### src/rtl/core/buffer_pool_free_list_assert.svh
// Assertion macros shared by the buffer pool free list RTL.
// Each macro expects clk_i in the enclosing scope; BPFL_ASSERT also expects rst_ni.
`ifndef BUFFER_POOL_FREE_LIST_ASSERT_SVH
`define BUFFER_POOL_FREE_LIST_ASSERT_SVH

// Checked at every rising edge once reset is released
`define BPFL_ASSERT(label, prop, msg) \
  label: assert property (@(posedge clk_i) disable iff (!rst_ni) prop) else $error(msg);

// Checked at every rising edge, reset included
`define BPFL_ASSERT_ALWAYS(label, prop, msg) \
  label: assert property (@(posedge clk_i) prop) else $error(msg);

`endif

### src/rtl/core/bpfl_pkg.sv
`timescale 1ns / 1ps
`default_nettype none

package bpfl_pkg;

  // Field widths
  localparam int OFFSET_W   = 26;
  localparam int SIZE_W     = 17;
  localparam int COUNT_W    = 11;
  localparam int INDEX_W    = 10;
  localparam int STATUS_W   = 2;
  localparam int CFG_IDX_W  = 4;
  localparam int CFG_DATA_W = 17;
  localparam int DIV_CNT_W  = $clog2(OFFSET_W + 1);

  // Register map
  localparam logic [CFG_IDX_W-1:0] REG_SIZE  = CFG_IDX_W'(0);
  localparam logic [CFG_IDX_W-1:0] REG_COUNT = CFG_IDX_W'(1);

  // Register reset values
  localparam logic [SIZE_W-1:0]  SIZE_RESET  = SIZE_W'(4096);
  localparam logic [COUNT_W-1:0] COUNT_RESET = COUNT_W'(1024);

  // Request opcodes
  localparam logic OP_GET  = 1'b0;
  localparam logic OP_FREE = 1'b1;

  typedef enum logic [STATUS_W-1:0] {
    ST_OK     = 2'd0,
    ST_EMPTY  = 2'd1,
    ST_REJECT = 2'd2
  } status_e;

  typedef enum logic [2:0] {
    S_IDLE,
    S_GET_RD,
    S_GET_MUL,
    S_DIV,
    S_DONE
  } state_e;

  // Controller to datapath
  typedef struct packed {
    logic in_ready;
    logic div_start;
    logic rd_issue;
    logic get_empty;
    logic get_commit;
    logic free_commit;
    logic out_load;
  } ctrl_cmd_t;

  // Datapath to controller
  typedef struct packed {
    logic in_valid;
    logic in_op;
    logic fill_zero;
    logic div_busy;
    logic out_free;
  } ctrl_sts_t;

endpackage

`default_nettype wire

### src/rtl/core/bpfl_ctrl.sv
`timescale 1ns / 1ps
`default_nettype none

// Sequencer for get and free requests
module bpfl_ctrl import bpfl_pkg::*; (
  input  wire logic      clk_i,
  input  wire logic      rst_ni,
  input  wire ctrl_sts_t sts_i,
  output ctrl_cmd_t      cmd_o
);

  state_e state_q, state_d;

  always_ff @(posedge clk_i or negedge rst_ni) begin
    if (!rst_ni) begin
      state_q <= S_IDLE;
    end else begin
      state_q <= state_d;
    end
  end

  // Next state and commands
  always_comb begin
    state_d = state_q;
    cmd_o   = '0;
    case (state_q)
      S_IDLE: begin
        cmd_o.in_ready = 1'b1;
        if (sts_i.in_valid) begin
          if (sts_i.in_op == OP_FREE) begin
            cmd_o.div_start = 1'b1;
            state_d         = S_DIV;
          end else begin
            state_d = S_GET_RD;
          end
        end
      end
      S_GET_RD: begin
        if (sts_i.fill_zero) begin
          cmd_o.get_empty = 1'b1;
          state_d         = S_DONE;
        end else begin
          cmd_o.rd_issue = 1'b1;
          state_d        = S_GET_MUL;
        end
      end
      S_GET_MUL: begin
        cmd_o.get_commit = 1'b1;
        state_d          = S_DONE;
      end
      S_DIV: begin
        if (!sts_i.div_busy) begin
          cmd_o.free_commit = 1'b1;
          state_d           = S_DONE;
        end
      end
      S_DONE: begin
        if (sts_i.out_free) begin
          cmd_o.out_load = 1'b1;
          state_d        = S_IDLE;
        end
      end
      default: begin
        state_d = S_IDLE;
      end
    endcase
  end

endmodule

`default_nettype wire

### config.mk
export PLATFORM = sky130hd
export DESIGN_NAME = bpfl_ctrl
export DESIGN_NICKNAME = d
export VERILOG_FILES = /design/src/rtl/core/buffer_pool_free_list_assert.svh /design/src/rtl/core/bpfl_pkg.sv /design/src/rtl/core/bpfl_ctrl.sv
export SDC_FILE = /design/constraint.sdc
export NUM_CORES = 1
export LEC_CHECK = 0
export ABC_AREA = 1
export BUFFER_PORTS_ARGS = -buffer_cell sky130_fd_sc_hd__clkbuf_2
export CAP_MARGIN = 20
export CORE_AREA = 2 2 39 41
export CTS_BUF_LIST = sky130_fd_sc_hd__clkbuf_2 sky130_fd_sc_hd__clkbuf_4 sky130_fd_sc_hd__clkbuf_8
export DETAILED_ROUTE_END_ITERATION = 10
export DIE_AREA = 0 0 41 43
export REMOVE_ABC_BUFFERS = 1
export SYNTH_ARGS = -nofsm -noshare
export SYNTH_HDL_FRONTEND = slang
export SYNTH_SLANG_ARGS = --single-unit
### constraint.sdc
create_clock -name clk_i -period 1.12 [get_ports clk_i]
set_input_delay 0.056 -clock clk_i [delete_from_list [all_inputs] [get_ports clk_i]]
set_output_delay 0.056 -clock clk_i [all_outputs]
set_load 0.05 [all_outputs]
==> flow_results.org, run 1 <==
** Synth
- Synth Area per Inst :: 6.430 µm²
- Unique masters post-synth :: 13
- Synthesized netlist cell count :: 36
- YS warnings :: 0
- Netlist area before placement :: 231.5 µm²
- In this run, synthesis produced a sequential element count of 3.
- Post-synthesis sequential area ratio :: 0.3243

** STA
- Final hold analysis gives a worst-case slack of 0.1465 ns.
- Number of hold violations in the final report :: 0
- Static timing analysis puts the maximum clock frequency at 0.7528 GHz.
- Slew at the pin closest to its max-slew limit :: approximately 0.27 ns
- In this run the tightest slew margin relative to its limit is 0.8202.
- The max-slew violation count was 0.
- Final total negative setup slack :: -1.428 ns
- Setup slack on the critical path of the routed design comes to -0.2083 ns.
- Final worst-path cycle share :: 1.186
- Post-route minimum period :: 1.328 ns
- Clock skew on the completed layout was measured at 0.003851 ns.
- RSZ-0062 raised after global routing :: yes
- Setup violations remaining at the end of the flow were counted as 10.

** Clock tree
- Clock Path Buffers :: 2
- TritonCTS built the clock tree.
- CTS root buffer :: clkbuf_4
- For this design, the sink count on the clock tree is 3.
- Clock edge transition at the registers on the reported setup and hold paths :: about 0.04 ns
- Clock network latency to the later pin of the worst-skew pair :: 0.24 ns
- Total number of H-tree levels :: 1
- The number of clock buffers added by TritonCTS is 3.

** Critical path
- Highest-delay cell along the critical path :: dfrtp_1
- CP peak stage delay :: roughly 0.37 ns
- Kind of end point of the critical path :: primary output
- Of all nets on the critical path, the largest fanout is 2.
- WP data arrival :: 1.27 ns
- The critical path is of the register to primary output type.
- Traced cell by cell, the critical path runs through buf_4 > nor2_2 > nand3_1 > inv_1 > clkbuf_8.
- Startpoint Class :: register
- Required time worst endpoint :: 1.06 ns

** Cells and area
- Final antenna diode count :: 0
- Register bank with the most flops :: state_q
- Once layout is complete, the cells apart from fillers number 79.
- Net count, final :: 71
- Number of fill cells :: 138
- Of the cells placed in the final design, the portion with a size suffix greater than 1 is 0.7302.
- At the end of the flow the core is filled with cells to 0.4304.
- Leaving out fill and tap cells, the most frequent cell in the layout is inv_1.
- The register with the most flip-flops in the layout has 3 of them.
- In the layout the commonest cells are inv_1 (7), clkbuf_2 (6), nand2_1 (5), buf_4 (5).
- Synth-to-layout area growth :: 157.3%
- The largest registers in the layout are state_q (3).
- Finished Cell Area :: 595.6 µm²

** Detailed routing
- For this block, the initial DRC count from the detailed router was 9.
- Using the TritonRoute via totals, the vias-per-cell ratio works out to around 4.2.
- The final layout contains routed wiring with a total length of 910 µm.
- Once detail routing completed, the nets flagged for antenna violations numbered 0.
- After detailed routing, the average wire length per cell comes to roughly 12 µm.
- Detailed-route DRC error count :: 0
- The pre-antenna-repair detailed-routing pass consisted of 4 iterations.
- Summing over every cut layer, the via total after detailed routing is ~330.

** Global routing
- Summed over all layers, the global routing overflow is 0.
- The first global-routing pass estimated 1311 µm of wire.
- In the global route stage, overall resource usage came out at 0.1217.
- Entering global routing, the biggest net connects 6 pins.
- Vias in the first global route :: roughly 330
- The initial antenna violation count was 0.

** Placement
- Input and output buffers added on the ports amount to 13.
- Counting tap cells, the placed design contains a total of 70 instances.
- The congestion estimate from routability-driven global placement came to between 0.6 and 0.7.
- Post-DP HPWL :: 487.1 µm
- The placed instances occupy a cell area of 369.1 µm².
- Pre-CTS WS :: -0.05472 ns

** Pwr
- In this run the power density over the cells is 2977 mW/mm².
- The completed layout was analyzed and its total power is 1.773 mW.
- Pleak :: ~0.32 nW
- The worst-case IR drop observed on VDD is 0.9796 mV.

** Floorplan
- Initial standard-cell utilization of the core :: 0.1673
- The floorplan step defined a die boundary enclosing 0.001763 mm².
- Placeable core region :: 0.001384 mm²
- In this run the core area contains 14 standard-cell rows.
- Ports :: 14
- Floorplan die height :: 43 µm
- Die width :: ~41 µm

** Worst hold path
- In this run the worst hold path is classified as input port to asynchronous set/reset pin.

** Run status
- Violations in the final reports :: setup timing
- The run finished, with violations left.

** Run
- MaxCap Viol Count :: 0
-- synth_stat cells --
cell / number / area (µm²)
dfrtp_1: 3 / 75.07
inv_1: 10 / 37.54
nand2_1: 7 / 26.28
nand2_2: 1 / 6.260
nand3_1: 4 / 20.02
nand3_2: 1 / 10.01
nand4_1: 1 / 6.260
nor2_1: 2 / 7.510
nor2_2: 3 / 18.77
nor3_1: 1 / 5.000
nor3b_1: 1 / 7.510
nor4_1: 1 / 6.260
o21ai_0: 1 / 5.000
-- critical path, delay by kind of cell, from the launching register on --
family,cells,cell delay (ns)
buffers and inverters,3,0.40
DFF,1,0.37
and+or+nand+nor,2,0.26
-- per-layer routing --
metal  vias up  global-route usage  share of wire
li1        165                   -              -
met1       154              0.1003           0.31
met2        11              0.2250           0.62
met3         2             0.04712          0.054
met4         0             0.06000          0.014
met5         -                   0              0
-- repair_timing --
action / 4_1_cts / 5_1_grt
pin swaps: 3 / 4
buffers inserted: 4 / 2
resized for setup: 21 / 21
endpoints found under the setup margin: 9 / 10
hold buffers: 1 / 0
endpoints found under the hold margin: 3 / 0
-- worst paths after layout --
| kind | startpoint | end | cells past startpoint | slack [ns] |
|---|---|---|---|---|
| max reg2reg | state_q[1]$_DFFE_PN0P_ | state_q[1]$_DFFE_PN0P_ | 7 | -0.17 |
| max | state_q[2]$_DFFE_PN0P_ | cmd_o[3] | 5 | -0.21 |
| max in group asynchronous | rst_ni | state_q[1]$_DFFE_PN0P_ | 2 | 0.85 |
| min | rst_ni | state_q[2]$_DFFE_PN0P_ | 2 | 0.15 |
| min in group clk_i | sts_i[4] | state_q[0]$_DFFE_PN0P_ | 5 | 0.18 |
| min reg2reg | state_q[2]$_DFFE_PN0P_ | state_q[2]$_DFFE_PN0P_ | 3 | 0.70 |
-- cells by family (layout without fill, tap and decap cells) --
logic type | count (synthesis) | count (layout) | synth area share
AOI/OAI and AO/OA | 1 | 1 | 0.02160
buffers and inverters | 10 | 37 | 0.1622
DFF | 3 | 3 | 0.3243
and+or+nand+nor | 22 | 22 | 0.4920
-- cell type report --
class / count / area [µm²] / share of cell area
Clock buffer: 4 / 30.03 / 0.05042
Inverter: 10 / 37.54 / 0.06303
Multi-Input combinational cell: 23 / 202.7 / 0.3403
Sequential cell: 3 / 76.32 / 0.1282
Tap cell: 16 / 20.02 / 0.03361
Timing Repair Buffer: 23 / 229.0 / 0.3845
-- power by group --
part | switching [mW] | internal, mW
logic | 0.726 | 0.601
clock network | 0.0636 | 0.158
registers | 0.0655 | 0.158
Note: power is estimated with default switching activity, not from simulation.
==> run 2, diff against run 1 <==
PLACE_DENSITY = 0.44   (was default)
==> flow_results.org, run 2 (synthesis gave the netlist of run 1 again) <==
** Cells and area
- In the layout the commonest cells are inv_1 (8), nand2_1 (7), clkbuf_2 (6), buf_4 (6).
- Register bank with the most flops :: state_q
- Registers with the most flip-flops :: state_q (3)
- The register with the most flip-flops in the layout has 3 of them.
- Finished Cell Area :: roughly 500 µm²
- Final cell count without fillers :: between 70 and 80
- Leading cell type in the layout, fill and taps excluded :: inv_1
- Final antenna diode count :: 0
- The area growth from synthesis to layout is 111.4%.
- Of the cells placed in the final design, the portion with a size suffix greater than 1 is 0.5500.
- Net count, final :: 68

** STA
- Number of hold violations in the final report :: 0
- Setup repair after global routing could not meet its margin everywhere.
- Final WS setup :: -0.1283 ns
- At the pin with the least slew margin, the transition time is 0.2194 ns.
- The worst path in the final design needs a cycle of 1.248 ns, including I/O delays and setup.
- For the final database, setup skew stands at 0.0005773 ns.
- For this run, the top clock speed supported by timing is 0.8011 GHz.
- The max-slew violation count is 0.
- Max transition margin :: 0.8524
- Final worst-path cycle share :: 1.115
- Worst hold margin :: 0.1555 ns
- Setup violations remaining at the end of the flow were counted as 10.

** Clock tree
- For the worst-skew pair, the clock arrives at the later sink with an insertion delay of roughly 0.22 ns.
- Clock tree from TritonCTS :: built
- The clock net in this run drives a total of 3 sinks.
- Total number of H-tree levels :: 1
- Clock edge transition at the registers on the reported setup and hold paths :: 0.03 ns
- The cell sitting at the root of the clock tree is a clkbuf_4.
- Buffers inserted during clock tree synthesis total 3.
- The clock passes through at most 2 buffers.

** Worst hold path
- Worst hold-check path type :: input port to asynchronous set/reset pin

** Critical path
- Ordered cell list for the critical path :: inv_2 > nand2_1 > nor3b_2 > clkbuf_8
- Worst Path Class, Setup :: register to primary output
- In this run the worst path has a maximum fanout of 4.
- CP peak stage delay :: 0.39 ns
- The number of buffers and inverters on the critical path is 2.
- Among all stages on the critical path, the largest delay is contributed by dfrtp_1.
- Endpoint of the most critical register-to-register path :: state_q[0]$_DFFE_PN0P_
- The worst setup path is captured at a primary output.
- Cell count of the worst reg-to-reg path :: 7
- Required time worst endpoint :: around 1.1 ns
- STA puts the critical path data arrival time at 1.19 ns.
- Startpoint Class :: register
- R2r setup slk :: -0.03 ns
- Gate family responsible for the most delay along the worst path :: flip-flops
- Startpoint of the most critical setup path :: state_q[2]$_DFFE_PN0P_
- Critical register-to-register path startpoint :: state_q[1]$_DFFE_PN0P_
- Destination of the critical timing path :: cmd_o[1]
- Critical Path Stages :: 4

** Global routing
- Summed over all layers, the global routing overflow is 0.
- Maximum number of pins on one net before global-route repair :: 6
- Aggregate global-route resource usage :: 0.07430
- Antenna violations before repair :: 0
- The via count of the first global-routing pass was approximately 260.
- The first global-routing pass estimated 869 µm of wire.

** Run
- The tool flagged a number of max-cap violations equal to 0.

** Placement
- Detailed placement finished with a half-perimeter wire length of 464.3 µm.
- In this run the cell area measured after placement is 361.6 µm².
- Pre-CTS WS :: -0.04254 ns
- During placement, the flow inserted port buffers numbering 13.
- At the end of routability-driven placement, the weighted congestion stood at 0.6579.
- The number of placed instances, taps included, is 69.

** Detailed routing
- DR iter-0 viols :: 1
- Via count of the routed design :: 301
- Number of nets still failing antenna checks after routing :: 0
- For this run, design rule violations remaining after detail routing come to 0.
- In the final routed layout, each cell accounts on average for 7.566 µm.
- Average via count per standard cell :: 3.961
- Overall routed net length :: approximately 580 µm
- DR pass1 iterations :: 2

** Floorplan
- For this configuration, the core starts out at a cell density of 0.1673.
- In this run the standard cell core region covers 0.001384 mm².
- The die is 43 µm tall.
- Row cnt :: 14
- Die footprint :: roughly 0.0018 mm²
- Die width :: 41 µm
- Ports :: 14

** Run status
- The flow ran to the end, but the final reports show violations.
- Violations in the final reports :: setup timing

** Pwr
- The analysis attributes to cell leakage a power of 0.2829 nW.
- IR analysis of the VDD net gives a maximum drop of around 1.2 mV.
- In this run the power density over the cells is 2874 mW/mm².
run 2: worst min path at each step:
stage | startpoint | cells after the start | slack (ns) | end
2_1_floorplan | rst_ni | 0 | -0.24 | state_q[0]$_DFFE_PN0P_
5_1_grt | rst_ni | 2 | 0.17 | state_q[0]$_DFFE_PN0P_
3_3_place_gp | rst_ni | 1 | -0.14 | state_q[0]$_DFFE_PN0P_
3_5_place_dp | rst_ni | 1 | -0.14 | state_q[2]$_DFFE_PN0P_
4_1_cts | rst_ni | 2 | 0.15 | state_q[2]$_DFFE_PN0P_
6_report | rst_ni | 2 | 0.16 | state_q[2]$_DFFE_PN0P_
run 2: metrics by stage:
stage                     total power [mW]   TNS, ns    util
after global routing                 1.500    -1.341  0.3535
after detailed placement            0.9646  -0.08329  0.2613
after global placement              0.9621  -0.06243  0.2613
after CTS                            1.355   -0.7921  0.3445
final                                1.406   -0.7005  0.3535
after floorplan                     0.7213    -2.382       -
run 2: cell type report:
type                    count  area, µm²
multi-input cells          23      136.4
well taps                  16      20.02
inverters                  10      37.54
repair buffers             20      190.2
flip-flops and latches      3      75.07
fillers                   147      894.6
clock buffers               4      30.03
run 2: worst reg2reg max path: stages (launching register included):
cell	delay, ns
dfrtp_1	0.41
nor2_2	0.13
nand2_2	0.09
buf_4	0.16
nor2_4	0.09
inv_1	0.05
nand3_1	0.08
inv_1	0.04
run 2: report_power, final:
part	switching, mW	leakage (nW)	total (mW)	internal (mW)
clock network	0.0455	0.0184	0.202	0.157
registers	0.0459	0.0384	0.201	0.156
logic	0.565	0.226	1.00	0.437
total	0.656	0.283	1.41	0.749
run 2: what timing repair did:
item                                    4_1_cts  5_1_grt
hold endpoints to repair                      3        0
pin swaps                                     3        0
endpoints found under the setup margin        9       10
hold buffers                                  1        0
setup buffers                                 1        1
resized for setup                            16        5
run 2: routing by layer:
metal | wire length (µm) | GRT usage
met1 | 202 | 0.06109
met2 | 347 | 0.1344
met3 | 25 | 0.03141
met4 | 0 | 0.04000
met5 | 0 | 0
==> run 3, diff against run 2 <==
REMOVE_ABC_BUFFERS = default   (was 1)
==> flow_results.org, run 3 (synthesis gave the netlist of run 1 again) <==
** Run status
- The run finished, with violations left.
- The checks that failed: setup timing.

** STA
- Final WS setup :: -0.1316 ns
- Of the available clock period, the critical path in the final layout requires 1.117.
- Max-slew violation count :: 0
- The count of endpoints failing hold in the final timing report came to 0.
- The worst path in the final design needs a cycle of 1.252 ns, including I/O delays and setup.
- Headroom to the max-slew limit came out at 0.8694.
- RSZ-0062 raised after global routing :: yes
- Post-Route Skew :: 0.0002948 ns
- Adding up every negative setup slack in the final design gives -0.6989 ns.
- Maximum clock rate :: 0.7990 GHz
- Setup violation total in the final timing report :: 10
- Slew at the pin closest to its max-slew limit :: 0.1944 ns

** Critical path
- Critical-path maximum fanout :: 4
- The worst setup path is launched from a register.
- WP data arrival :: 1.20 ns
- The worst register-to-register path has a depth of 7.
- Kind of end point of the critical path :: primary output
- Required time worst endpoint :: 1.06 ns
- The worst setup path is of the register to primary output kind.

** Cells and area
- The largest registers in the layout are state_q (3).
- Final antenna diode count :: 0
- Final cell count without fillers :: 76
- Net count, final :: just under 70
- Most frequent cells in the layout :: inv_1 (6), nand2_1 (6), clkbuf_2 (6)
- Sequential cell area :: between 70 and 80 µm²
- After routing the design area is 568.0 µm².
- Max FFs per register :: 3
- The multi-input combinational cells in the finished layout cover a total of roughly 190 µm².
- The area growth from synthesis to layout is 145.4%.
- Of the cells placed in the final design, the portion with a size suffix greater than 1 is 0.7000.
- Register bank with the most flops :: state_q
- The filler cells instantiated in the layout total 145.

** Floorplan
- Placeable core region :: 0.001384 mm²
- The floorplan step defined a die boundary enclosing 0.001763 mm².
- The die is 41 µm wide.
- Floorplan die height :: 43 µm
- Row cnt :: 14
- Ports :: 14
- Initial standard-cell utilization of the core :: 0.1673

** Detailed routing
- Routed wire per std cell :: 8.618 µm
- For this block, the initial DRC count from the detailed router was 1.
- Via count of the routed design :: approximately 300
- Number of nets still failing antenna checks after routing :: 0
- Wires add up to 655 µm.
- In the routed design, unresolved DRC markers number 0.
- The pre-antenna-repair detailed-routing pass consisted of 2 iterations.
- Average via count per standard cell :: just over 4

** Pwr
- Power consumption :: 1.644 mW
- Largest voltage drop on the vdd net :: ~0.77 mV
- Psw :: 781.7 µW
- Of the total power, combinational logic draws 0.730.
- Of the total power, registers draw 0.142.
- Pleak :: ~0.31 nW
- Pint :: between 800 and 900 µW
- For this design the ratio of total power to cell area is 2894 mW/mm².
- The share of total power dissipated in the clock network is 0.128.
- Net switching share of the total power :: 0.4755

** Clock tree
- Clock tree synthesis found a total of 3 sinks.
- The tree is rooted in a clkbuf_4.
- Clock network latency to the later pin of the worst-skew pair :: 0.23 ns
- CTS built an H-tree with a depth of 1.
- After clock tree synthesis, the clock-pin slew on the worst setup and hold paths is 0.04 ns.
- Clock tree synthesis inserted a total of 3 buffers.
- In this run the deepest clock path goes through 2 buffers.
- Clock tree from TritonCTS :: built

** Worst hold path
- The min-delay analysis places its worst path in the category input port to asynchronous set/reset pin.

** Global routing
- For this run the aggregate overflow at the end of global routing stands at 0.
- The first global-routing pass estimated 1145 µm of wire.
- Across every metal layer, demand over resource in global routing totals 0.1036.
- Maximum number of pins on one net before global-route repair :: 6
- Antenna violations before repair :: 0
- The via count of the first global-routing pass is around 300.

** Placement
- Before CTS, the worst setup slack after placement is -0.04381 ns.
- Post-DP HPWL :: 492 µm
- Summing all placed instances gives a cell area of 384.1 µm².
- During placement, the flow inserted port buffers numbering 13.
- Including well taps, the total number of placed cells is 68.
- Final weighted congestion in routability-driven placement :: 0.7586

** Run
- Across the run, the number of max-cap violations was 0.

** Synth
- The number of nets handed over by synthesis was 43.
==> run 3: power by group through the flow <==
stage | combinational [mW] | sequential [mW] | clock, mW
after global routing | 1.29 | 0.240 | 0.227
after detailed placement | 0.798 | 0.221 | 0
final | 1.20 | 0.234 | 0.210
after CTS | 1.12 | 0.234 | 0.216
after floorplan | 0.579 | 0.236 | 0
after global placement | 0.798 | 0.222 | 0
==> run 3: worst paths after layout <==
check                                        from                      to  slack, ns
hold reg to reg            state_q[0]$_DFFE_PN0P_  state_q[2]$_DFFE_PN0P_       0.66
max in group asynchronous                  rst_ni  state_q[1]$_DFFE_PN0P_       0.85
min in group clk_i                       sts_i[4]  state_q[0]$_DFFE_PN0P_       0.16
setup reg to reg           state_q[1]$_DFFE_PN0P_  state_q[2]$_DFFE_PN0P_      -0.05
hold / removal                             rst_ni  state_q[2]$_DFFE_PN0P_       0.15
setup / recovery           state_q[1]$_DFFE_PN0P_                cmd_o[5]      -0.13
==> run 3: final cells by class <==
cell class	instances	share of cell area
timing repair buffer	20	0.3634
multi-input combinational	23	0.3414
sequential	3	0.1366
inverter	10	0.07048
clock buffer	4	0.05286
tap	16	0.03524
==> run 3: critical path, cell delays in order, from the launching register on <==
cell and delay, ns:
dfrtp_2 0.44, nor2_4 0.15, nand2_4 0.08, nor3_4 0.13
buf_8 0.16
==> run 3: through the flow <==
step,hold WS [ns],util
floorplan,-0.2396,-
global placement,-0.1468,0.2776
detailed placement,-0.1442,0.2776
CTS,0.1509,0.3897
global route,0.1780,0.4105
finish,0.1522,0.4105
==> run 3: routing by layer <==
layer	vias up	global-route usage	part of all wire
met4	0	0.08000	0
li1	161	-	-
met3	0	0.05236	0.041
met1	140	0.1003	0.38
met2	8	0.1563	0.58
met5	-	0	0
==> run 3: repair_timing <==
item	CTS	global route
setup buffers	2	1
endpoints found under the setup margin	10	10
hold buffers	1	0
resized for setup	22	11
hold endpoints to repair	3	0
cloned	0	0
pin swaps	7	1
